`src/rtl/psp_pkg.sv`:
```
// ----------------------------------------------------------------------------
// psp_pkg
// Shared types and constants of the polar scan to points converter.
// ----------------------------------------------------------------------------
`default_nettype none

package psp_pkg;

  // Field widths of the stream items.
  localparam int BEAM_W      = 10;
  localparam int RANGE_W     = 16;
  localparam int COORD_W     = 17;
  localparam int IN_TDATA_W  = 32;
  localparam int OUT_TDATA_W = 40;

  // Configuration port.
  localparam int APB_AW = 3;
  localparam int APB_DW = 32;

  typedef enum logic {
    REG_ANGLE_STEP  = 1'b0,
    REG_RANGE_LIMIT = 1'b1
  } psp_reg_t;

  // Binary angle: 2^24 units per turn, widened by 8 bits for the rotator.
  localparam int ANG_W     = 24;
  localparam int ANG_SHIFT = 8;

  // Rotator datapath.
  localparam int XY_W            = 33;
  localparam int Z_W             = 32;
  localparam int CORDIC_STEPS    = 30;
  localparam int ITERS_PER_STAGE = 2;
  localparam int CORDIC_STAGES   = CORDIC_STEPS / ITERS_PER_STAGE;
  localparam logic signed [XY_W-1:0] GAIN_Q30 = 33'sd652032874;

  // Product of range and a Q2.30 value, and the rounded magnitude.
  localparam int PROD_W = XY_W + RANGE_W + 1;
  localparam int FRAC_W = 30;
  localparam int MAG_W  = PROD_W - FRAC_W;

  localparam logic [Z_W-1:0] ATAN_TAB [CORDIC_STEPS] = '{
    32'h20000000, 32'h12E4051E, 32'h09FB385B, 32'h051111D4, 32'h028B0D43,
    32'h0145D7E1, 32'h00A2F61E, 32'h00517C55, 32'h0028BE53, 32'h00145F2F,
    32'h000A2F98, 32'h000517CC, 32'h00028BE6, 32'h000145F3, 32'h0000A2FA,
    32'h0000517D, 32'h000028BE, 32'h0000145F, 32'h00000A30, 32'h00000518,
    32'h0000028C, 32'h00000146, 32'h000000A3, 32'h00000051, 32'h00000029,
    32'h00000014, 32'h0000000A, 32'h00000005, 32'h00000003, 32'h00000001
  };

  // Side information that travels down the pipeline with each item.
  typedef struct packed {
    logic               vld;
    logic               kept;
    logic [1:0]         quad;
    logic [RANGE_W-1:0] rng;
  } psp_side_t;

  // Rotator state.
  typedef struct packed {
    logic signed [XY_W-1:0] x;
    logic signed [XY_W-1:0] y;
    logic        [Z_W-1:0]  z;
  } psp_rot_t;

  // One finished result.
  typedef struct packed {
    logic               kept;
    logic [COORD_W-1:0] x;
    logic [COORD_W-1:0] y;
  } psp_pt_t;

  // One rotation step; shifts are arithmetic (toward minus infinity).
  function automatic psp_rot_t rot_step(input psp_rot_t a, input int unsigned i);
    psp_rot_t               r;
    logic signed [XY_W-1:0] dx;
    logic signed [XY_W-1:0] dy;
    dx = $signed(a.y) >>> i;
    dy = $signed(a.x) >>> i;
    if (!a.z[Z_W-1]) begin
      r.x = a.x - dx;
      r.y = a.y + dy;
      r.z = a.z - ATAN_TAB[i];
    end else begin
      r.x = a.x + dx;
      r.y = a.y - dy;
      r.z = a.z + ATAN_TAB[i];
    end
    return r;
  endfunction

endpackage

`default_nettype wire

```
`src/rtl/psp_scale.sv`:
```
// ----------------------------------------------------------------------------
// psp_scale
// Quadrant mapping, range multiply, then rounding and saturation of x and y.
// ----------------------------------------------------------------------------
`default_nettype none

module psp_scale #(
  parameter int RANGE_BITS = 16
) (
  input  logic               clk,
  input  logic               rst,
  input  logic               en,
  input  psp_pkg::psp_side_t side_in,
  input  psp_pkg::psp_rot_t  rot_in,
  output psp_pkg::psp_side_t side_out,
  output psp_pkg::psp_pt_t   pt_out
);
  import psp_pkg::*;

  localparam logic [MAG_W:0] LIM =
    (RANGE_BITS >= MAG_W) ? {(MAG_W + 1){1'b1}}
                          : (MAG_W + 1)'((64'd1 << RANGE_BITS) - 64'd1);

  // Round half away from zero, saturate, keep the low coordinate bits.
  function automatic logic [COORD_W-1:0] round_sat(input logic signed [PROD_W-1:0] p);
    logic              neg;
    logic [PROD_W-1:0] mag;
    logic [PROD_W-1:0] sum;
    logic [MAG_W-1:0]  r;
    logic [MAG_W-1:0]  sv;
    neg = p[PROD_W-1];
    mag = neg ? (PROD_W'(0) - PROD_W'(p)) : PROD_W'(p);
    sum = mag + (PROD_W'(1) << (FRAC_W - 1));
    r   = sum[PROD_W-1:FRAC_W];
    if ({1'b0, r} > LIM) begin
      r = LIM[MAG_W-1:0];
    end
    sv = neg ? (MAG_W'(0) - r) : r;
    return sv[COORD_W-1:0];
  endfunction

  psp_side_t              side_q;
  logic signed [XY_W-1:0] c_q, s_q;
  logic signed [XY_W-1:0] c_nx, s_nx;
  logic signed [PROD_W-1:0] px, py;

  always_comb begin
    case (side_in.quad)
      2'd0: begin
        c_nx = rot_in.x;
        s_nx = rot_in.y;
      end
      2'd1: begin
        c_nx = -rot_in.y;
        s_nx = rot_in.x;
      end
      2'd2: begin
        c_nx = -rot_in.x;
        s_nx = -rot_in.y;
      end
      default: begin
        c_nx = rot_in.y;
        s_nx = -rot_in.x;
      end
    endcase
  end

  always_ff @(posedge clk) begin
    if (rst) begin
      side_q.vld   <= 1'b0;
      side_out.vld <= 1'b0;
    end else if (en) begin
      side_q   <= side_in;
      side_out <= side_q;
    end
  end

  always_ff @(posedge clk) begin
    if (en) begin
      c_q <= c_nx;
      s_q <= s_nx;
      px  <= PROD_W'($signed({1'b0, side_q.rng})) * PROD_W'(c_q);
      py  <= PROD_W'($signed({1'b0, side_q.rng})) * PROD_W'(s_q);
    end
  end

  // A sample that is not kept reports a zero point.
  always_comb begin
    pt_out.kept = side_out.kept;
    pt_out.x    = side_out.kept ? round_sat(px) : '0;
    pt_out.y    = side_out.kept ? round_sat(py) : '0;
  end

endmodule

`default_nettype wire

```
`config.mk`:
```
export PLATFORM = sky130hd
export DESIGN_NAME = psp_scale
export DESIGN_NICKNAME = d
export VERILOG_FILES = /design/src/rtl/psp_pkg.sv /design/src/rtl/psp_scale.sv
export SDC_FILE = /design/constraint.sdc
export NUM_CORES = 2
export LEC_CHECK = 0
export BUFFER_PORTS_ARGS = -buffer_cell sky130_fd_sc_hd__buf_2
export CELL_PAD_IN_SITES_DETAIL_PLACEMENT = 0
export CELL_PAD_IN_SITES_GLOBAL_PLACEMENT = 1
export CORE_UTILIZATION = 55
export DETAILED_ROUTE_END_ITERATION = 10
export GPL_TIMING_DRIVEN = 0
export PLACE_DENSITY = 0.94
export RECOVER_POWER = 50
export SYNTH_ARGS = -nofsm -noshare
export SYNTH_HDL_FRONTEND = slang
export SYNTH_SLANG_ARGS = --single-unit
```
`constraint.sdc`:
```
create_clock -name clk -period 10.2 [get_ports clk]
set_input_delay 0.51 -clock clk [delete_from_list [all_inputs] [get_ports clk]]
set_output_delay 0.51 -clock clk [all_outputs]
set_load 0.02 [all_outputs]
```
# Word-level counts from Yosys, hierarchy flattened
# Index checks and enable logic that the tools add are counted.
# word_totals
register_bits	206
in_bits	121
out_inout_bits	55
elab_cells	39
# classes
addsub	8
multipliers	2
order_cmp	2
n_eq_ne	2
mux	10
n_bitwise	1
reduce_logical	2
# ops
cell	n
$pmux 33 s3	2
$mux 17	6
$add 50x30->50 const B	2
$mul 17x33->50	2
$mux 50	2
$sub 1x50->50 const A	2
$neg 33->33	2
$gt 20x16->1 const B	2
$sub 1x17->17 const A	2
$eq 2x1->1 const B	1
$eq 2x2->1 const B	1
$logic_not 2->1	1
$reduce_and 2->1	1
$not 1->1	1

# Longest topological paths before layout
# logic_depth
word_depth	8
mapped_depth	27
depth_no_buf	25

# Worst setup path before layout
# No wires, ideal clock.
# synth_timing
kind	register to register
from	register side_q[8] (netlist name)
to	register px[46] (data pin)
setup_ns	0.259
arrival_ns	6.669
t_required_ns	9.941
setup_slack_ns	3.272
stages_incl_launch_ff	27
n_path_buf	2
path_cell_list	edfxtp_1 clkbuf_1 clkbuf_1 nand2_1 fa_1 inv_1 fa_1 inv_1 fa_1 inv_1 fa_1 fa_1 inv_1 fa_1 inv_1 ha_1 a21o_1 a221o_1 a21oi_1 or2_2 o211ai_1 o311a_1 o31ai_1 a211oi_1 or3_1 a21oi_1 xnor2_1
# synth_between
elab_chain_len	1
# synth_lines
element	line_no	text
start: declaration	psp_scale.sv:42	psp_side_t side_q;
start signal: assignment	psp_scale.sv:73	side_q <= side_in;
$mul 17x33->50	psp_scale.sv:82	px <= PROD_W'($signed({1'b0, side_q.rng})) * PROD_W'(c_q);
end signal: assignment	psp_scale.sv:82	
end: declaration	psp_scale.sv:45	logic signed [PROD_W-1:0] px, py;
# Every way passes these cells.
# A chain may end at the register's enable or synchronous reset.

# Worst setup path after layout
# layout_timing
from	register side_q[7] (netlist name)
to	register px[49] (data pin)
# Same word-level chain as after synthesis.

==> summary.txt <==
FLOORPLANNING
------------------------------------------------------------------------------------------------------
Die Outline Area                                                                            91400 um^2
Core area                                                                                   88800 um^2
Die Y-Extent                                                                                    302 um
# IOs                                                                                              176
Effective utilization at floorplan                                                               55.8%
Width of the die                                                                                302 um
Number of placement rows                                                                           109

YOSYS
------------------------------------------------------------------------------------------------------
Synth Cell Area                                                                             49600 um^2
Yosys warns                                                                                          0
Seq cells post-synth                                                                               206
Prevailing post-synth register cell                                                       sky130_fd_sc_hd__edfxtp_1
Cell type contributing the most total cell area after synthesis                           sky130_fd_sc_hd__fa_1
Number of enable flip-flop cells after synthesis                                                   204
Fraction of registers with async set/reset                                                          0%
Proportion of synthesized chip area in sequential cells                                          12.4%
Number of different library cells in the post-synthesis netlist                                     90
Yosys top cell area share                                                                        40.6%
Synthesized Nets                                                                                  6797
Synth Instances                                                                                   5426
Avg Inst Size Synth                                                                          9.14 um^2
Synth top area cells                                                                      sky130_fd_sc_hd__fa_1 41%, sky130_fd_sc_hd__edfxtp_1 12%, sky130_fd_sc_hd__inv_1 9.1%, sky130_fd_sc_hd__ha_1 6.2%, sky130_fd_sc_hd__nand2_1 6.0%

STA
------------------------------------------------------------------------------------------------------
Transition time at the pin with the least slew margin                                          7.10 ns
Clock tree skew after final layout                                                           0.0391 ns
Number of hold-slack violations in the final timing report                                           0
Final critical path time including I/O delays and setup                                        9.92 ns
Fin. max-slew vios                                                                                 172
Worst max-slew margin expressed relative to the limit                                            -373%
Fraction of the cycle the final worst path needs                                                 97.2%
Highest clock frequency the design can meet                                                    101 MHz
Total negative slack for setup checks                                                             0 ns
Setup repair after global routing missed its margin                                                 no
Total setup violations reported at the end of the flow                                               0

DRT
------------------------------------------------------------------------------------------------------
Number of optimization iterations in the first detailed-route pass                                   6
Post-detailed-routing wire length                                                            158000 um
Antenna-violating nets left                                                                          0
Detailed-route vias per instance                                                                  5.89
Total number of vias                                                                             39943
Count of routing violations after the opening detailed-route iteration                            3872
DRC errors left                                                                                      0
Routed WL per cell                                                                             23.2 um

WORST SETUP PATH
------------------------------------------------------------------------------------------------------
CP arrival                                                                                    10.27 ns
Kind of capture point of the worst setup path                                                     flop
Cell at the slowest stage of the critical path                                            sky130_fd_sc_hd__clkbuf_1
Launching element type of the critical path                                                       flop
WP data required                                                                              10.55 ns
Worst-path maximum fanout                                                                           10
Crit Path Class                                                                             reg -> reg
CP Cell Sequence                                                                          clkbuf_1, clkbuf_1, and2_1, fa_1, inv_1, fa_1, fa_1, inv_1, fa_1, fa_1, inv_1, fa_1, inv_1, ha_1, nand4_1, a211o_1, o21ai_0, a311oi_1, nand2b_1, o31ai_1, a21oi_1, o21ai_0, o21ai_0, xnor2_1
Highest cell delay on the worst timing path                                                    1.13 ns
Most numerous cell on the critical path                                                   sky130_fd_sc_hd__fa_1

OUTCOME
------------------------------------------------------------------------------------------------------
Run status                                                                                complete, but fails checks
Violated checks                                                                           capacitance limit, slew limit

GLOBAL ROUTING
------------------------------------------------------------------------------------------------------
Number of global-route vias before repair                                                        40399
Total grt overflow                                                                                   0
Total global-route track usage                                                                   35.5%
Pin count of the biggest net entering global routing                                               120
Initial antenna violation count                                                                     18
Global-route wire length before repair                                                       240000 um

CLOCKING
------------------------------------------------------------------------------------------------------
Number of clock sinks                                                                              206
Skew-Pair Late Insertion Delay                                                                 0.66 ns
Clock transition at the register clock pins on the worst setup and hold paths after CTS        0.06 ns
H-Tree Depth                                                                                         1
Count of cells resized by post-cts repair                                                            0
Clock buffer count from CTS                                                                         28
Post-CTS Setup Repair Bufs                                                                           0
Root buffer cell                                                                          sky130_fd_sc_hd__clkbuf_16
Buffer levels on the longest clock path                                                              3
Clock tree from TritonCTS                                                                          yes
Hold bufs inserted after CTS                                                                         0

CELLS AND AREA
------------------------------------------------------------------------------------------------------
Area overhead of the layout relative to synthesis                                                6.18%
Fill cell count                                                                                   7875
Commonest non-fill, non-tap cell in the layout                                            sky130_fd_sc_hd__inv_1
Nets                                                                                              6961
Commonest cells after routing, fill and taps aside                                        1196 x sky130_fd_sc_hd__inv_1, 1006 x sky130_fd_sc_hd__fa_1, 795 x sky130_fd_sc_hd__nand2_1
Count of non-filler cells in the finished layout                                                  6783
Layout cells sized above 1                                                                       4.47%

PLACEMENT
------------------------------------------------------------------------------------------------------
Number of buffer cells added on primary ports                                                      134
Final HPWL DP                                                                                128000 um
Final GP Congestion                                                                               1.00
Placed instance count                                                                             6727

JOB
------------------------------------------------------------------------------------------------------
Max Cap Violations                                                                                   2

MIN PATH
------------------------------------------------------------------------------------------------------
Type of the tightest min-delay check                                                         in -> reg

logic make-up (layout without fill, tap and decap cells):
logic type | Yosys count | after routing | share of synthesized area (%)
other | 0 | 6 | 0
adders and majority gates | 1250 | 1250 | 46.8
buffers and inverters | 1473 | 1659 | 11.2
AOI/OAI and AO/OA | 546 | 546 | 7.33
and+or+nand+nor | 1706 | 1706 | 16.8
DFF | 206 | 206 | 12.4
muxes | 79 | 79 | 2.51
xor gates and xnor gates | 166 | 166 | 2.93
layer usage:
metal	global-route usage [%]	part of all wire, %	vias up
met5	0.828	0.13	-
met4	17.4	5.7	12
met3	10.6	13	407
met2	52.0	43	2237
met1	48.1	39	20206
li1	-	-	17081
flip-flops by register name, indices dropped and copies added, names as in the netlist:
name,cells
pt_out,1
px,50
c_q,33
s_q,33
side_q,20
py,50
side_out,19
through the flow:
stage	cell area, um^2	setup WS (ns)	hold WS, ns	util (%)
after floorplan	49600	3.27	0.400	-
after global placement	51700	0.248	0.401	58.2
after detailed placement	51800	0.199	0.413	58.3
after CTS	52700	0.114	0.0102	59.4
after global routing	52600	0.0352	0.0207	59.3
final	52600	0.283	0.0251	59.3
cell usage after synthesis (26+ instances only):
master / count
sky130_fd_sc_hd__nand4_1: 26
sky130_fd_sc_hd__and2_1: 401
sky130_fd_sc_hd__a21o_1: 58
sky130_fd_sc_hd__mux4_2: 35
sky130_fd_sc_hd__ha_1: 244
sky130_fd_sc_hd__a31oi_1: 26
sky130_fd_sc_hd__nor3_1: 64
sky130_fd_sc_hd__nor2_1: 145
sky130_fd_sc_hd__a21oi_1: 150
sky130_fd_sc_hd__o21ai_0: 103
sky130_fd_sc_hd__mux2i_1: 35
sky130_fd_sc_hd__nand3_1: 53
sky130_fd_sc_hd__xnor2_1: 125
sky130_fd_sc_hd__nand2_1: 795
sky130_fd_sc_hd__clkbuf_1: 253
sky130_fd_sc_hd__nor4_1: 33
sky130_fd_sc_hd__nor2b_1: 26
sky130_fd_sc_hd__or3_1: 27
sky130_fd_sc_hd__inv_1: 1196
sky130_fd_sc_hd__edfxtp_1: 204
sky130_fd_sc_hd__xor2_1: 41
sky130_fd_sc_hd__o31ai_1: 30
sky130_fd_sc_hd__fa_1: 1006
path summary, 6_finish.rpt:
| kind | slack (ns) | endpoint | cells after the start | start |
|---|---|---|---|---|
| worst min register to register | 0.44 | pt_out[34]$_DFFE_PP_ | 0 | side_q[18]$_DFFE_PP_ |
| worst max register to register | 0.28 | px[49]$_DFFE_PP_ | 24 | side_q[7]$_DFFE_PP_ |
| worst min-delay path | 0.03 | side_q[8]$_DFFE_PP_ | 1 | side_in[8] |
| worst max-delay path | 0.28 | px[49]$_DFFE_PP_ | 24 | side_q[7]$_DFFE_PP_ |
worst max-delay path: cells and delay by family, from the launching register on:
family	cells	cell delay (ns)
fa+ha+maj	7	3.25
xor+xnor	1	0.58
compound gates	7	2.63
simple gates	3	0.71
buf+inv	6	1.98
flops	1	0.46
final cells by class:
| type | instances | area, um^2 | area share, % |
|---|---|---|---|
| Tap cell | 1165 | 1460 | 2.77 |
| Antenna cell | 6 | 15.0 | 0.0285 |
| Multi-Input combinational cell | 3747 | 37900 | 71.9 |
| Inverter | 1198 | 4500 | 8.54 |
| Clock inverter | 24 | 220 | 0.418 |
| Clock buffer | 28 | 701 | 1.33 |
| Buffer | 273 | 1050 | 1.99 |
| Sequential cell | 206 | 6170 | 11.7 |
| Timing Repair Buffer | 136 | 674 | 1.28 |
Power is left out: the tool's default activity adds up to more than one toggle a clock period on the data nets, which glitch-free logic cannot reach.
