[src/rtl/psp_pkg.sv]
// ----------------------------------------------------------------------------
// psp_pkg
// Shared types and constants of the polar scan to points converter.
// ----------------------------------------------------------------------------
`default_nettype none

package psp_pkg;

  // Field widths of the stream items.
  localparam int BEAM_W      = 10;
  localparam int RANGE_W     = 16;
  localparam int COORD_W     = 17;
  localparam int IN_TDATA_W  = 32;
  localparam int OUT_TDATA_W = 40;

  // Configuration port.
  localparam int APB_AW = 3;
  localparam int APB_DW = 32;

  typedef enum logic {
    REG_ANGLE_STEP  = 1'b0,
    REG_RANGE_LIMIT = 1'b1
  } psp_reg_t;

  // Binary angle: 2^24 units per turn, widened by 8 bits for the rotator.
  localparam int ANG_W     = 24;
  localparam int ANG_SHIFT = 8;

  // Rotator datapath.
  localparam int XY_W            = 33;
  localparam int Z_W             = 32;
  localparam int CORDIC_STEPS    = 30;
  localparam int ITERS_PER_STAGE = 2;
  localparam int CORDIC_STAGES   = CORDIC_STEPS / ITERS_PER_STAGE;
  localparam logic signed [XY_W-1:0] GAIN_Q30 = 33'sd652032874;

  // Product of range and a Q2.30 value, and the rounded magnitude.
  localparam int PROD_W = XY_W + RANGE_W + 1;
  localparam int FRAC_W = 30;
  localparam int MAG_W  = PROD_W - FRAC_W;

  localparam logic [Z_W-1:0] ATAN_TAB [CORDIC_STEPS] = '{
    32'h20000000, 32'h12E4051E, 32'h09FB385B, 32'h051111D4, 32'h028B0D43,
    32'h0145D7E1, 32'h00A2F61E, 32'h00517C55, 32'h0028BE53, 32'h00145F2F,
    32'h000A2F98, 32'h000517CC, 32'h00028BE6, 32'h000145F3, 32'h0000A2FA,
    32'h0000517D, 32'h000028BE, 32'h0000145F, 32'h00000A30, 32'h00000518,
    32'h0000028C, 32'h00000146, 32'h000000A3, 32'h00000051, 32'h00000029,
    32'h00000014, 32'h0000000A, 32'h00000005, 32'h00000003, 32'h00000001
  };

  // Side information that travels down the pipeline with each item.
  typedef struct packed {
    logic               vld;
    logic               kept;
    logic [1:0]         quad;
    logic [RANGE_W-1:0] rng;
  } psp_side_t;

  // Rotator state.
  typedef struct packed {
    logic signed [XY_W-1:0] x;
    logic signed [XY_W-1:0] y;
    logic        [Z_W-1:0]  z;
  } psp_rot_t;

  // One finished result.
  typedef struct packed {
    logic               kept;
    logic [COORD_W-1:0] x;
    logic [COORD_W-1:0] y;
  } psp_pt_t;

  // One rotation step; shifts are arithmetic (toward minus infinity).
  function automatic psp_rot_t rot_step(input psp_rot_t a, input int unsigned i);
    psp_rot_t               r;
    logic signed [XY_W-1:0] dx;
    logic signed [XY_W-1:0] dy;
    dx = $signed(a.y) >>> i;
    dy = $signed(a.x) >>> i;
    if (!a.z[Z_W-1]) begin
      r.x = a.x - dx;
      r.y = a.y + dy;
      r.z = a.z - ATAN_TAB[i];
    end else begin
      r.x = a.x + dx;
      r.y = a.y - dy;
      r.z = a.z + ATAN_TAB[i];
    end
    return r;
  endfunction

endpackage

`default_nettype wire

[src/rtl/psp_angle.sv]
// ----------------------------------------------------------------------------
// psp_angle
// Range check, beam index reduction and beam angle multiply (three stages).
// ----------------------------------------------------------------------------
`default_nettype none

module psp_angle #(
  parameter int MAX_BEAMS  = 1024,
  parameter int RANGE_BITS = 16
) (
  input  logic                        clk,
  input  logic                        rst,
  input  logic                        en,
  input  logic                        in_vld,
  input  logic [psp_pkg::BEAM_W-1:0]  beam_index,
  input  logic [psp_pkg::RANGE_W-1:0] range_sample,
  input  logic [psp_pkg::ANG_W-1:0]   angle_step,
  input  logic [psp_pkg::RANGE_W-1:0] range_limit,
  output psp_pkg::psp_side_t          side_out,
  output logic [psp_pkg::ANG_W-1:0]   angle_out
);
  import psp_pkg::*;

  localparam logic [RANGE_W-1:0] RANGE_MASK =
    RANGE_W'((64'd1 << RANGE_BITS) - 64'd1);
  localparam int SPLIT = BEAM_W / 2;

  // Restoring reduction of the index by MAX_BEAMS, shifted copies hi down to lo.
  function automatic logic [BEAM_W-1:0] reduce(input logic [BEAM_W-1:0] v,
                                               input int hi, input int lo);
    logic [BEAM_W-1:0] r;
    r = v;
    for (int k = hi; k >= lo; k--) begin
      if ((longint'(MAX_BEAMS) << k) < (longint'(1) << BEAM_W)) begin
        if (longint'(r) >= (longint'(MAX_BEAMS) << k)) begin
          r = r - BEAM_W'(longint'(MAX_BEAMS) << k);
        end
      end
    end
    return r;
  endfunction

  psp_side_t          side1, side2;
  logic [BEAM_W-1:0]  beam1, beam2;
  logic [RANGE_W-1:0] rng_in;
  logic [BEAM_W+ANG_W-1:0] prod;

  assign rng_in = range_sample & RANGE_MASK;
  assign prod   = {{ANG_W{1'b0}}, beam2} * {{BEAM_W{1'b0}}, angle_step};

  always_ff @(posedge clk) begin
    if (rst) begin
      side1.vld    <= 1'b0;
      side2.vld    <= 1'b0;
      side_out.vld <= 1'b0;
    end else if (en) begin
      side1.vld  <= in_vld;
      side1.kept <= (rng_in <= range_limit);
      side1.quad <= 2'b00;
      side1.rng  <= rng_in;
      side2      <= side1;
      side_out   <= side2;
    end
  end

  always_ff @(posedge clk) begin
    if (en) begin
      beam1     <= reduce(beam_index, BEAM_W - 1, SPLIT);
      beam2     <= reduce(beam1, SPLIT - 1, 0);
      angle_out <= prod[ANG_W-1:0];
    end
  end

endmodule

`default_nettype wire

[config.mk]
export PLATFORM = sky130hd
export DESIGN_NAME = psp_angle
export DESIGN_NICKNAME = d
export VERILOG_FILES = /design/src/rtl/psp_pkg.sv /design/src/rtl/psp_angle.sv
export SDC_FILE = /design/constraint.sdc
export NUM_CORES = 1
export LEC_CHECK = 0
export ABC_AREA = 1
export BUFFER_PORTS_ARGS = -buffer_cell sky130_fd_sc_hd__buf_4
export CORE_AREA = 3 3 182 184
export CTS_CLUSTER_DIAMETER = 200
export DETAILED_ROUTE_END_ITERATION = 7
export DIE_AREA = 0 0 185 187
export HOLD_SLACK_MARGIN = 0.08
export SETUP_SLACK_MARGIN = 0.5
export SKIP_CTS_REPAIR_TIMING = 1
export SYNTH_ARGS = -nofsm -noshare
export SYNTH_HDL_FRONTEND = slang
export SYNTH_SLANG_ARGS = --single-unit
[constraint.sdc]
create_clock -name clk -period 4.98 [get_ports clk]
set_input_delay 0.498 -clock clk [delete_from_list [all_inputs] [get_ports clk]]
set_output_delay 0.498 -clock clk [all_outputs]
set_load 0.02 [all_outputs]
# Word level (Yosys, flattened, before mapping)
# Index checks and enable logic that the tools add are counted.
# totals
wordCells	16
output_inout_bits	44
regBits	98
inputBits	70
# classes
n_bitwise	1
magnitude_cmp	1
multipliers	1
reduce_logical	1
# op_table
op	count
$mul 10x24->24	1
$le 16x16->1	1
$reduce_and 2->1	1
$not 1->1	1

# Logic depth before layout (Yosys ltp)
# Gate-level depths: netlist (run 1).
# depth
ltp_word	2
depth_mapped	24
ltp_nobuf	22

# Worst setup path before layout (run 1)
# Ideal clock, no wire load.
# synth_timing
path_type	register -> register
start	reg beam2[4]
end	reg angle_out[15] in the netlist's numbering, data pin
required_time_ps	4719
t_arrival_ps	4659
n_path_buf	2
path_stages_with_launch	19
path_slack_ps	60
synth_period_minus_slack_ps	4920
setup_time_ps	261
path_cell_list	edfxtp_1 > clkbuf_1 > clkbuf_1 > nand2_1 > fa_1 > inv_1 > fa_1 > fa_1 > fa_1 > inv_1 > fa_1 > inv_1 > ha_1 > a21o_1 > a31oi_1 > nand3_2 > nand2_1 > nand2_1 > xor2_1
# synth_via
elab_chain_len	1
# synth_lines
item	line	text
start, declared	psp_angle.sv:44	logic [BEAM_W-1:0] beam1, beam2;
start signal, assigned	psp_angle.sv:69	beam2 <= reduce(beam1, SPLIT - 1, 0);
$mul 10x24->24	psp_angle.sv:49	assign prod = {{ANG_W{1'b0}}, beam2} * {{BEAM_W{1'b0}}, angle_step};
named net prod[15]	psp_angle.sv:46	logic [BEAM_W+ANG_W-1:0] prod;
end signal, assigned	psp_angle.sv:70	angle_out <= prod[ANG_W-1:0];
end, declared	psp_angle.sv:20	output logic [psp_pkg::ANG_W-1:0] angle_out
# The timed path passes the listed nets, and every way through them passes these cells.
# A chain may end at the register's enable or synchronous reset.

# Worst setup path in the final report (run 1)
# layout_timing
start	reg beam2[4]
end	reg angle_out[19] in the netlist's numbering, data pin
# The elaborated chain is that of the path after synthesis.

==> metrics.md, run 1 <==
| Metric | Value |
|---|---|
| Synthesized netlist cell count | 1048 |
| Synth Cell Area | 9440 µm² |
| Number of antenna violations at the first check in global routing | 0 |
| Stage delay of the slowest cell on the critical path | 0.51 ns |
| Share of synthesized flip-flops with an asynchronous set or reset | 0 |
| Peak fanout along the critical path | 14 |
| GRT Util Overall | 0.127 |
| CTS H-tree depth | 3 |
| Final worst clock skew | 0.0107 ns |
| Area occupied by registers | 2910 µm² |
| Type of element capturing the critical path | flop |
| Chip height | 187 µm |
| WL per Instance | 13.3 µm |
| Lkg Pwr | 0.00606 µW |
| Layout cell share with drive strength beyond 1 | 0.178 |
| CP Launch Type | flop |
| Endpoints failing hold | 0 |
| Dominant synthesized flop cell | sky130_fd_sc_hd__edfxtp_1 |
| Number of top-level pins | 114 |
| Bufs on Longest Clock Path | 2 |
| Leading area contributor after synthesis | sky130_fd_sc_hd__edfxtp_1 |
| Timing-limited maximum frequency | 210 MHz |
| RePlAce Congestion | 0.866 |
| Routed met1 length | 8.42 mm |
| Antenna fix cells | 0 |
| Setup slack at placement | 0.0765 ns |
| Critical path type | reg2reg |
| Top post-synthesis cells by area | sky130_fd_sc_hd__edfxtp_1 30%, sky130_fd_sc_hd__fa_1 28%, sky130_fd_sc_hd__nand2_1 12%, sky130_fd_sc_hd__inv_1 11%, sky130_fd_sc_hd__ha_1 7.2% |
| Slew margin rel. | 0.449 |
| Met3 Routed Length | 1.64 mm |
| Detail Route Antenna Nets | 0 |
| Type of the tightest min-delay check | in2reg |
| Sequential cell area fraction in the yosys report | 0.309 |
| I/O Buffers | 111 |
| Total area of multi-input combinational cells | 5620 µm² |
| Clock network latency to the later pin of the worst-skew pair | 0.35 ns |
| Clock-pin slew on the worst setup and hold paths | 0.08 ns |
| DRT Pass-1 Iters | 4 |
| Core outline area | 31600 µm² |
| Max capacitance violation total | 0 |
| Most used standard cell by instance count after synthesis | sky130_fd_sc_hd__nand2_1 |
| Final period demand of the worst path | 4.76 ns |
| Row count | 65 |
| Count of endpoints failing setup in the final report | 0 |
| Power density of the placed cells | 673 nW/µm² |
| TritonCTS clock tree | done |
| Post-DR vias/cell | 4.38 |
| Cell with the largest stage delay on the worst path | sky130_fd_sc_hd__fa_1 |
| Unrepaired setup endpoints after global routing | true |
| Share of the clock period used by the worst path after layout | 0.956 |
| Chip width | 185 µm |
| Worst Slack Setup Final | 0.220 ns |
| Clock tree sinks | 98 |
| Critical-path cell list | buf_12 -> buf_4 -> nand2_1 -> inv_1 -> fa_2 -> fa_1 -> inv_1 -> fa_1 -> inv_1 -> fa_1 -> inv_1 -> fa_1 -> inv_2 -> ha_4 -> a21oi_2 -> nor2_1 -> nor2_2 -> nand2_1 -> nand2_1 -> nand3_1 -> xor2_1 |
| Number of storage elements in the synthesis netlist | 98 |
| Inserted Clock Buffers | 9 |
| Maximum number of pins on one net before global-route repair | 49 |
| Aggregate routed wire length | 20.7 mm |
| Count of different cell masters after synthesis | 35 |
| Commonest cells post-synth | 301 x sky130_fd_sc_hd__nand2_1, 284 x sky130_fd_sc_hd__inv_1, 134 x sky130_fd_sc_hd__fa_1 |
| Layout fillers | 3224 |
| DRC violation total after the first TritonRoute iteration | 291 |
| Warning count from the yosys run | 0 |
| Slew at the pin closest to its max-slew limit | 0.825 ns |
| HPWL after detailed placement | 17.0 mm |
| Overall die area | 34600 µm² |
| Total vias in the final route | 6822 |
| Mapped Avg Cell Area | 9.01 µm² |
| Endpoint arrival time on the critical path | 4.85 ns |
| Required time at the worst-slack endpoint | 5.07 ns |
| Setup TNS after final layout | 0 ns |
| First-pass GRT wire length | 35.2 mm |
| Vias in the first global route | 7221 |
| Routed wl met2 | 10.3 mm |
| Final nets | 1409 |
| Total count of max-transition violations in the final report | 0 |
| Residual overflow from global routing | 0 |
| Cell at the root of the clock tree | sky130_fd_sc_hd__clkbuf_16 |
| Status | finished, final reports clean |
| Layout overhead on the synthesized area | 21.7% |
| DRC violation count after routing | 0 |
| Post-synth EDFFs | 95 |
| Area share of the largest cell type after synthesis | 0.302 |
| Worst vdd ir | 0.000460 V |
| Initial core utilization | 0.299 |
| Highest metal layer used by the detailed router | met4 |
logic make-up (layout without fill, tap and decap cells):
logic type / after synthesis / after routing / synth area share
simple gates: 367 / 367 / 0.157
buf+inv: 325 / 432 / 0.132
fa+ha+maj: 188 / 188 / 0.356
flops: 98 / 98 / 0.309
compound gates: 51 / 51 / 0.0293
xor+xnor: 18 / 18 / 0.0167
other cells: 1 / 2 / 0.000397
flip-flops by register name (all words and copies together) (netlist names):
register / flops
angle_out: 24
beam1: 10
beam2: 10
side2: 18
side1: 18
side_out: 18
cell usage in the layout (no fill, tap or decap), types with 4 or more instances in the layout:
| master | count |
|---|---|
| sky130_fd_sc_hd__nor2_2 | 6 |
| sky130_fd_sc_hd__buf_4 | 122 |
| sky130_fd_sc_hd__nand2_4 | 5 |
| sky130_fd_sc_hd__inv_2 | 5 |
| sky130_fd_sc_hd__a21oi_2 | 6 |
| sky130_fd_sc_hd__nand4_1 | 6 |
| sky130_fd_sc_hd__fa_1 | 133 |
| sky130_fd_sc_hd__nand3_1 | 26 |
| sky130_fd_sc_hd__clkbuf_16 | 9 |
| sky130_fd_sc_hd__edfxtp_1 | 95 |
| sky130_fd_sc_hd__nor2_1 | 10 |
| sky130_fd_sc_hd__o21ai_0 | 7 |
| sky130_fd_sc_hd__nand3_2 | 4 |
| sky130_fd_sc_hd__nand2_1 | 293 |
| sky130_fd_sc_hd__inv_1 | 280 |
| sky130_fd_sc_hd__ha_1 | 39 |
| sky130_fd_sc_hd__buf_12 | 8 |
| sky130_fd_sc_hd__a21oi_1 | 26 |
| sky130_fd_sc_hd__ha_4 | 15 |
| sky130_fd_sc_hd__nand2_2 | 9 |
| sky130_fd_sc_hd__xor2_1 | 13 |
through the flow:
stage / instances / total power (µW) / hold WS, ns / utilization / instance area, µm²
after floorplan: 1049 / 5580 / 0.400 / - / 9880
after global placement: 1535 / 6770 / 0.401 / 0.350 / 11000
after detailed placement: 1535 / 6830 / 0.405 / 0.350 / 11000
after CTS: 1551 / 7580 / 0.304 / 0.360 / 11400
after global routing: 1558 / 8540 / 0.301 / 0.364 / 11500
final: 1558 / 7730 / 0.323 / 0.364 / 11500
power by group:
group / leakage [µW] / internal, µW / switching (µW)
clock: 0.000150 / 398 / 313
sequential: 0.000935 / 1250 / 50.1
combinational: 0.00497 / 2430 / 3300
worst max-delay path, delay by kind of cell, from the launching register on:
| kind | cells | cell delay [ns] |
|---|---|---|
| adders and majority gates | 6 | 2.59 |
| buffers and inverters | 7 | 0.58 |
| and+or+nand+nor | 6 | 0.54 |
| DFF | 1 | 0.44 |
| AOI/OAI and AO/OA | 1 | 0.18 |
| xor gates and xnor gates | 1 | 0.17 |
final cells by class:
type | count | area share
clock buffer | 9 | 0.0196
inverter | 286 | 0.0934
tap | 402 | 0.0438
timing repair buffer | 130 | 0.0936
clock inverter | 7 | 0.00740
multi-input combinational | 626 | 0.489
sequential | 98 | 0.253
routing by layer:
metal | vias to the layer above | global-route usage
met5 | - | 0
met1 | 3342 | 0.159
met2 | 169 | 0.218
li1 | 3291 | -
met3 | 20 | 0.0352
met4 | 0 | 0.0268
final timing paths:
kind	start	end	slack, ns	cells past startpoint
setup / recovery	beam2[4]$_DFFE_PP_	angle_out[19]$_DFFE_PP_	0.22	21
hold / removal	beam_index[4]	beam1[4]$_DFFE_PP_	0.32	1
setup reg to reg	beam2[4]$_DFFE_PP_	angle_out[19]$_DFFE_PP_	0.22	21
hold reg to reg	side2[8]$_DFFE_PP_	side_out[8]$_DFFE_PP_	0.42	0
Power figures use the tool's default switching activity.
==> inputs of run 2 (changes only) <==
Settings changed: ABC_AREA 1 to not set, CORE_AREA 3 3 182 184 to 3 3 179 181, DIE_AREA 0 0 185 187 to 0 0 182 184.
==> run 2 against run 1 <==
Non-clock buffer count rose by 60. Sequential power about the same. Die area fell by 3.2%. Critical path type unchanged. Critical endpoint is now angle_out[22]$_DFFE_PP_. Largest cell class unchanged. Highest routed layer unchanged.
==> metrics.md, run 2 <==
| Metric | Value |
|---|---|
| HP Start | beam_index[2] |
| Count of different cell masters after synthesis | 49 |
| Most used cells in the layout excluding fill and tap cells | 179 x sky130_fd_sc_hd__buf_4, 163 x sky130_fd_sc_hd__inv_1, 130 x sky130_fd_sc_hd__fa_1 |
| First-pass GRT wire length | 33.8 mm |
| Bufs on Longest Clock Path | 2 |
| CTS H-tree depth | 3 |
| Share of the clock period used by the worst path after layout | 0.998 |
| DRC violation total after the first TritonRoute iteration | 247 |
| Initial core utilization | 0.297 |
| Unrepaired setup endpoints after global routing | true |
| Finished layout cell area | 11600 µm² |
| Vias in the first global route | 6958 |
| Antenna fix cells | 0 |
| Row count | 64 |
| Clock network latency to the later pin of the worst-skew pair | 0.35 ns |
| Leading area contributor after synthesis | sky130_fd_sc_hd__edfxtp_1 |
| Type of the tightest min-delay check | in2reg |
| Count of endpoints failing setup in the final report | 0 |
| DP Cell Count | 1382 |
| Total Power Consumption | 8100 µW |
| Endpoint arrival time on the critical path | 5.06 ns |
| Switching Share | 0.422 |
| Commonest cells post-synth | 166 x sky130_fd_sc_hd__inv_1, 134 x sky130_fd_sc_hd__fa_1, 106 x sky130_fd_sc_hd__nand2_1 |
| Required time at the worst-slack endpoint | 5.07 ns |
| Type of element capturing the critical path | flop |
| Final nets | 1265 |
| Dominant synthesized flop cell | sky130_fd_sc_hd__edfxtp_1 |
| Layout overhead on the synthesized area | 27.8% |
| Status | finished, final reports clean |
| Sequential cell area fraction in the yosys report | 0.320 |
| Slew at the pin closest to its max-slew limit | 0.661 ns |
| Clock network power share | 0.086 |
| Chip height | 184 µm |
| Lkg Pwr | 0.00533 µW |
| Internal reg-to-reg setup slack | 0.01 ns |
| Mapped Avg Cell Area | 10.9 µm² |
| Inserted Clock Buffers | 9 |
| Slew margin rel. | 0.559 |
| Clock-pin slew on the worst setup and hold paths | 0.09 ns |
| DP Area | 11100 µm² |
| Timing-limited maximum frequency | 201 MHz |
| Warning count from the yosys run | 0 |
| Destination of the worst register-to-register timing path | angle_out[22]$_DFFE_PP_ |
| Critical path type | reg2reg |
| HPWL after detailed placement | 16.7 mm |
| Most common cell after layout, fill and taps aside | sky130_fd_sc_hd__buf_4 |
| RePlAce Congestion | 0.823 |
| Final worst clock skew | 0.0198 ns |
| Portion of total power attributed to sequential cells | 0.162 |
| Power density of the placed cells | 697 nW/µm² |
| Internal Power | 4680 µW |
| Launch point of the critical path | beam2[1]$_DFFE_PP_ |
| TritonCTS clock tree | done |
| Total vias in the final route | 6279 |
| Core outline area | 30600 µm² |
| Post-DR vias/cell | 4.46 |
| DRT Pass-1 Iters | 5 |
| Area share of the largest cell type after synthesis | 0.314 |
| Post-synth EDFFs | 95 |
| Final hold slack | 0.319 ns |
| Top post-synthesis cells by area | sky130_fd_sc_hd__edfxtp_1 31%, sky130_fd_sc_hd__fa_1 29%, sky130_fd_sc_hd__ha_1 7.4%, sky130_fd_sc_hd__inv_1 6.9%, sky130_fd_sc_hd__and2_1 6.6% |
| Startpoint of the worst-slack reg-to-reg timing path | beam2[1]$_DFFE_PP_ |
| CP Launch Type | flop |
| Hold-critical path depth | 1 |
| Number of antenna violations at the first check in global routing | 0 |
| Final non-filler cell total | 1408 |
| Synthesized netlist cell count | 835 |
| WL per Instance | 14.6 µm |
| NetSw | 3420 µW |
| Maximum number of pins on one net before global-route repair | 49 |
| Number of storage elements in the synthesis netlist | 98 |
| Chip width | 182 µm |
| Logic depth of the worst register-to-register path | 16 |
| Total count of max-transition violations in the final report | 0 |
| Synth Cell Area | 9090 µm² |
| Residual overflow from global routing | 0 |
| Layout cell share with drive strength beyond 1 | 0.267 |
| Detail Route Antenna Nets | 0 |
| Most used standard cell by instance count after synthesis | sky130_fd_sc_hd__inv_1 |
| Final period demand of the worst path | 4.97 ns |
| Endpoint, Worst Hold | beam1[2]$_DFFE_PP_ |
| Peak fanout along the critical path | 11 |
| Aggregate routed wire length | 20.6 mm |
| Number of top-level pins | 114 |
| Max capacitance violation total | 0 |
| Combinational cell fraction of total power | 0.752 |
| DRC violation count after routing | 0 |
| Endpoints failing hold | 0 |
| I/O Buffers | 111 |
| Share of synthesized flip-flops with an asynchronous set or reset | 0 |
| Max reg flops | 24 |
| Overall die area | 33500 µm² |
| Register with the most flip-flops | angle_out |
| GRT Util Overall | 0.126 |
| Cell at the root of the clock tree | sky130_fd_sc_hd__clkbuf_16 |
| Worst vdd ir | 0.000574 V |
| Clock tree sinks | 98 |
==> run 2: per-layer routing <==
metal,vias to the layer above,share of wire,GRT usage
met5,-,0,0
li1,2944,-,-
met4,0,0.013,0.0302
met2,142,0.51,0.230
met3,16,0.064,0.0261
met1,3177,0.41,0.152
==> run 2: cell type report <==
class / count / area, µm²
Fill cell: 3080 / 19000
Multi-Input combinational cell: 542 / 5730
Sequential cell: 98 / 2910
Timing Repair Buffer: 190 / 1560
Inverter: 166 / 623
Tap cell: 396 / 495
Clock buffer: 10 / 239
Clock inverter: 6 / 60.1
==> run 2: how the worst max path moves through the flow <==
stage / to / slack, ns
global route: angle_out[17]$_DFFE_PP_ / -0.16
detailed placement: angle_out[22]$_DFFE_PP_ / -0.07
CTS: angle_out[17]$_DFFE_PP_ / -0.08
global placement: angle_out[22]$_DFFE_PP_ / -0.06
finish: angle_out[22]$_DFFE_PP_ / 0.01
floorplan: angle_out[22]$_DFFE_PP_ / 0.1
==> run 2: power groups by stage <==
stage	Combinational, µW	Clock, µW	Sequential [µW]
finish	6100	698	1310
global route	6880	756	1320
CTS	5940	722	1320
detailed placement	5910	0	1330
global placement	5810	0	1330
floorplan	4040	0	1430
==> run 2: logic make-up (layout without fill, tap and decap cells) <==
logic type,Yosys count,count (layout),synth area share
and+or+nand+nor,244,244,0.135
buffers and inverters,196,372,0.0828
adders and majority gates,188,188,0.369
DFF,98,98,0.320
AOI/OAI and AO/OA,70,70,0.0549
xor gates and xnor gates,35,35,0.0337
muxes,3,3,0.00330
other,1,2,0.000412
==> run 2: worst max-delay path, stage by stage, from the launching register on <==
cell	delay [ns]
sky130_fd_sc_hd__edfxtp_1	0.43
sky130_fd_sc_hd__buf_4	0.19
sky130_fd_sc_hd__clkbuf_16	0.17
sky130_fd_sc_hd__and2_1	0.17
sky130_fd_sc_hd__fa_1	0.53
sky130_fd_sc_hd__inv_1	0.05
sky130_fd_sc_hd__fa_1	0.47
sky130_fd_sc_hd__fa_1	0.52
sky130_fd_sc_hd__fa_1	0.43
sky130_fd_sc_hd__fa_1	0.49
sky130_fd_sc_hd__inv_1	0.04
sky130_fd_sc_hd__ha_1	0.28
sky130_fd_sc_hd__and3_1	0.17
sky130_fd_sc_hd__buf_4	0.14
sky130_fd_sc_hd__a311o_1	0.33
sky130_fd_sc_hd__a31oi_1	0.19
sky130_fd_sc_hd__xnor2_1	0.10
==> run 2: through the flow <==
stage                      util  setup WS, ns  setup TNS, ns
final                     0.380        0.0116              0
after global routing      0.380        -0.160         -0.870
after CTS                 0.373       -0.0753         -0.126
after detailed placement  0.363       -0.0701         -0.194
after global placement    0.363       -0.0618        -0.0869
after floorplan               -        0.0995              0
==> inputs of run 3 (changes only) <==
Settings changed: CORE_AREA 3 3 179 181 to 3 3 155 157, DIE_AREA 0 0 182 184 to 0 0 158 160.
Clock period 4.98 ns to 4.4 ns, I/O delays scaled along.
==> run 3 against run 2 <==
The run now ends with negative setup slack left. Critical path depth rose by 1. Core utilization is 15 points higher. Sequential share of layout area decreased by 0.59 points. Final cell count shrank 4.8%. Clock power increased by 12%. Largest cell class unchanged. Largest power group unchanged.
==> metrics.md, run 3 (synthesis gave the netlist of run 2 again) <==
| Metric | Value |
|---|---|
| Type of element capturing the critical path | flop |
| Status | finished, violations left |
| Cell at the root of the clock tree | sky130_fd_sc_hd__clkbuf_16 |
| Power density of the placed cells | 842 nW/µm² |
| Vias in the first global route | 7093 |
| Maximum number of pins on one net before global-route repair | 48 |
| Launch point of the critical path | beam2[6]$_DFFE_PP_ |
| Worst vdd ir | 0.000713 V |
| Register with the most flip-flops | angle_out |
| Slew margin rel. | 0.464 |
| Total vias in the final route | 6370 |
| Peak fanout along the critical path | 6 |
| Most common cell after layout, fill and taps aside | sky130_fd_sc_hd__buf_4 |
| Endpoints failing hold | 0 |
| TritonCTS clock tree | done |
| Most used cells in the layout excluding fill and tap cells | 214 x sky130_fd_sc_hd__buf_4, 160 x sky130_fd_sc_hd__inv_1, 132 x sky130_fd_sc_hd__fa_1 |
| Required time at the worst-slack endpoint | 4.49 ns |
| CTS H-tree depth | 3 |
| Final period demand of the worst path | 5.03 ns |
| Startpoint of the worst-slack reg-to-reg timing path | beam2[6]$_DFFE_PP_ |
| DRC violation count after routing | 0 |
| I/O Buffers | 111 |
| Final worst clock skew | 0.0160 ns |
| Post-DR vias/cell | 4.75 |
| Setup TNS after final layout | -6.57 ns |
| Core outline area | 22600 µm² |
| Clock tree sinks | 98 |
| Row count | 55 |
| Lkg Pwr | 0.00557 µW |
| Type of the tightest min-delay check | in2reg |
| Timing-limited maximum frequency | 199 MHz |
| Max capacitance violation total | 0 |
| RePlAce Congestion | 0.840 |
| Inserted Clock Buffers | 9 |
| Endpoint arrival time on the critical path | 5.12 ns |
| Critical path type | reg2reg |
| Hold-critical path depth | 1 |
| Detail Route Antenna Nets | 0 |
| Initial core utilization | 0.402 |
| Max reg flops | 24 |
| Number of antenna violations at the first check in global routing | 0 |
| Residual overflow from global routing | 0 |
| Number of top-level pins | 114 |
| Final hold slack | 0.259 ns |
| First-pass GRT wire length | 34.1 mm |
| Final nets | 1308 |
| Worst Slack Setup Final | -0.627 ns |
| Layout Utilization | 0.526 |
| Antenna fix cells | 0 |
| Count of endpoints failing setup in the final report | 14 |
| Aggregate routed wire length | 20.2 mm |
| Clock-pin slew on the worst setup and hold paths | 0.08 ns |
| DP Area | 11300 µm² |
| DRT Pass-1 Iters | 4 |
| Unrepaired setup endpoints after global routing | true |
| GRT Util Overall | 0.169 |
| Total count of max-transition violations in the final report | 0 |
| Clock network latency to the later pin of the worst-skew pair | 0.35 ns |
| Failing checks | negative setup slack |
| HPWL after detailed placement | 16.3 mm |
| DRC violation total after the first TritonRoute iteration | 215 |
| Chip width | 158 µm |
| Layout cell share with drive strength beyond 1 | 0.303 |
| WL per Instance | 15.1 µm |
| CP Launch Type | flop |
| Total Power Consumption | 10000 µW |
| Layout overhead on the synthesized area | 30.8% |
| Logic depth of the worst register-to-register path | 17 |
| Share of the clock period used by the worst path after layout | 1.14 |
| Finished layout cell area | 11900 µm² |
| HP Start | beam_index[9] |
| Overall die area | 25300 µm² |
| Bufs on Longest Clock Path | 2 |
| Chip height | 160 µm |
| Slew at the pin closest to its max-slew limit | 0.802 ns |
## run 3: cell count changes in the layout (fill, tap and decap cells not counted), sizes merged
cell | previous run | this run
buf | 188 | 230
clkinv | 2 | 5
clkinvlp | 2 | 0
## run 3: critical path, stage by stage, from the launching register on
cell	delay (ns)
sky130_fd_sc_hd__edfxtp_1	0.50
sky130_fd_sc_hd__buf_4	0.18
sky130_fd_sc_hd__buf_6	0.10
sky130_fd_sc_hd__and2_4	0.15
sky130_fd_sc_hd__fa_1	0.47
sky130_fd_sc_hd__fa_1	0.56
sky130_fd_sc_hd__fa_2	0.44
sky130_fd_sc_hd__fa_1	0.54
sky130_fd_sc_hd__inv_2	0.04
sky130_fd_sc_hd__fa_1	0.51
sky130_fd_sc_hd__inv_2	0.05
sky130_fd_sc_hd__ha_4	0.23
sky130_fd_sc_hd__and3_4	0.17
sky130_fd_sc_hd__a31oi_4	0.13
sky130_fd_sc_hd__o21ai_2	0.09
sky130_fd_sc_hd__a311o_1	0.36
sky130_fd_sc_hd__a31oi_2	0.16
sky130_fd_sc_hd__xnor2_1	0.09
## run 3: metal layers
metal  vias to the layer above  global-route usage  wire, µm
met2                       121               0.308     10800
met1                      3177               0.205      8150
met3                        39              0.0325       855
met5                         -                   0         0
met4                         0              0.0411       442
li1                       3033                   -         -
## run 3: where the power goes
| part | internal, µW | total (µW) | switching (µW) | leakage (µW) |
|---|---|---|---|---|
| sequential | 1420 | 1460 | 44.9 | 0.000935 |
| combinational | 4060 | 7770 | 3710 | 0.00448 |
| clock | 404 | 780 | 376 | 0.000149 |
| total | 5890 | 10000 | 4130 | 0.00557 |
## run 3: path summary, 6_finish.rpt
kind	slack, ns	end
worst max-delay path	-0.63	angle_out[22]$_DFFE_PP_
worst min register to register	0.42	beam2[1]$_DFFE_PP_
worst min-delay path	0.26	beam1[9]$_DFFE_PP_
worst max register to register	-0.63	angle_out[22]$_DFFE_PP_
## run 3: final cells by class
class | count | area, µm²
repair buffers | 233 | 1890
multi-input cells | 542 | 5810
inverters | 166 | 623
clock inverters | 7 | 81.3
well taps | 285 | 357
flip-flops and latches | 98 | 2910
clock buffers | 9 | 225
fillers | 2048 | 10700
## run 3: stage by stage
step	instances	setup WS, ns
2_1_floorplan	836	-0.479
3_3_place_gp	1312	-0.678
3_5_place_dp	1312	-0.685
6_report	1340	-0.627
5_1_grt	1340	-0.863
4_1_cts	1328	-0.723
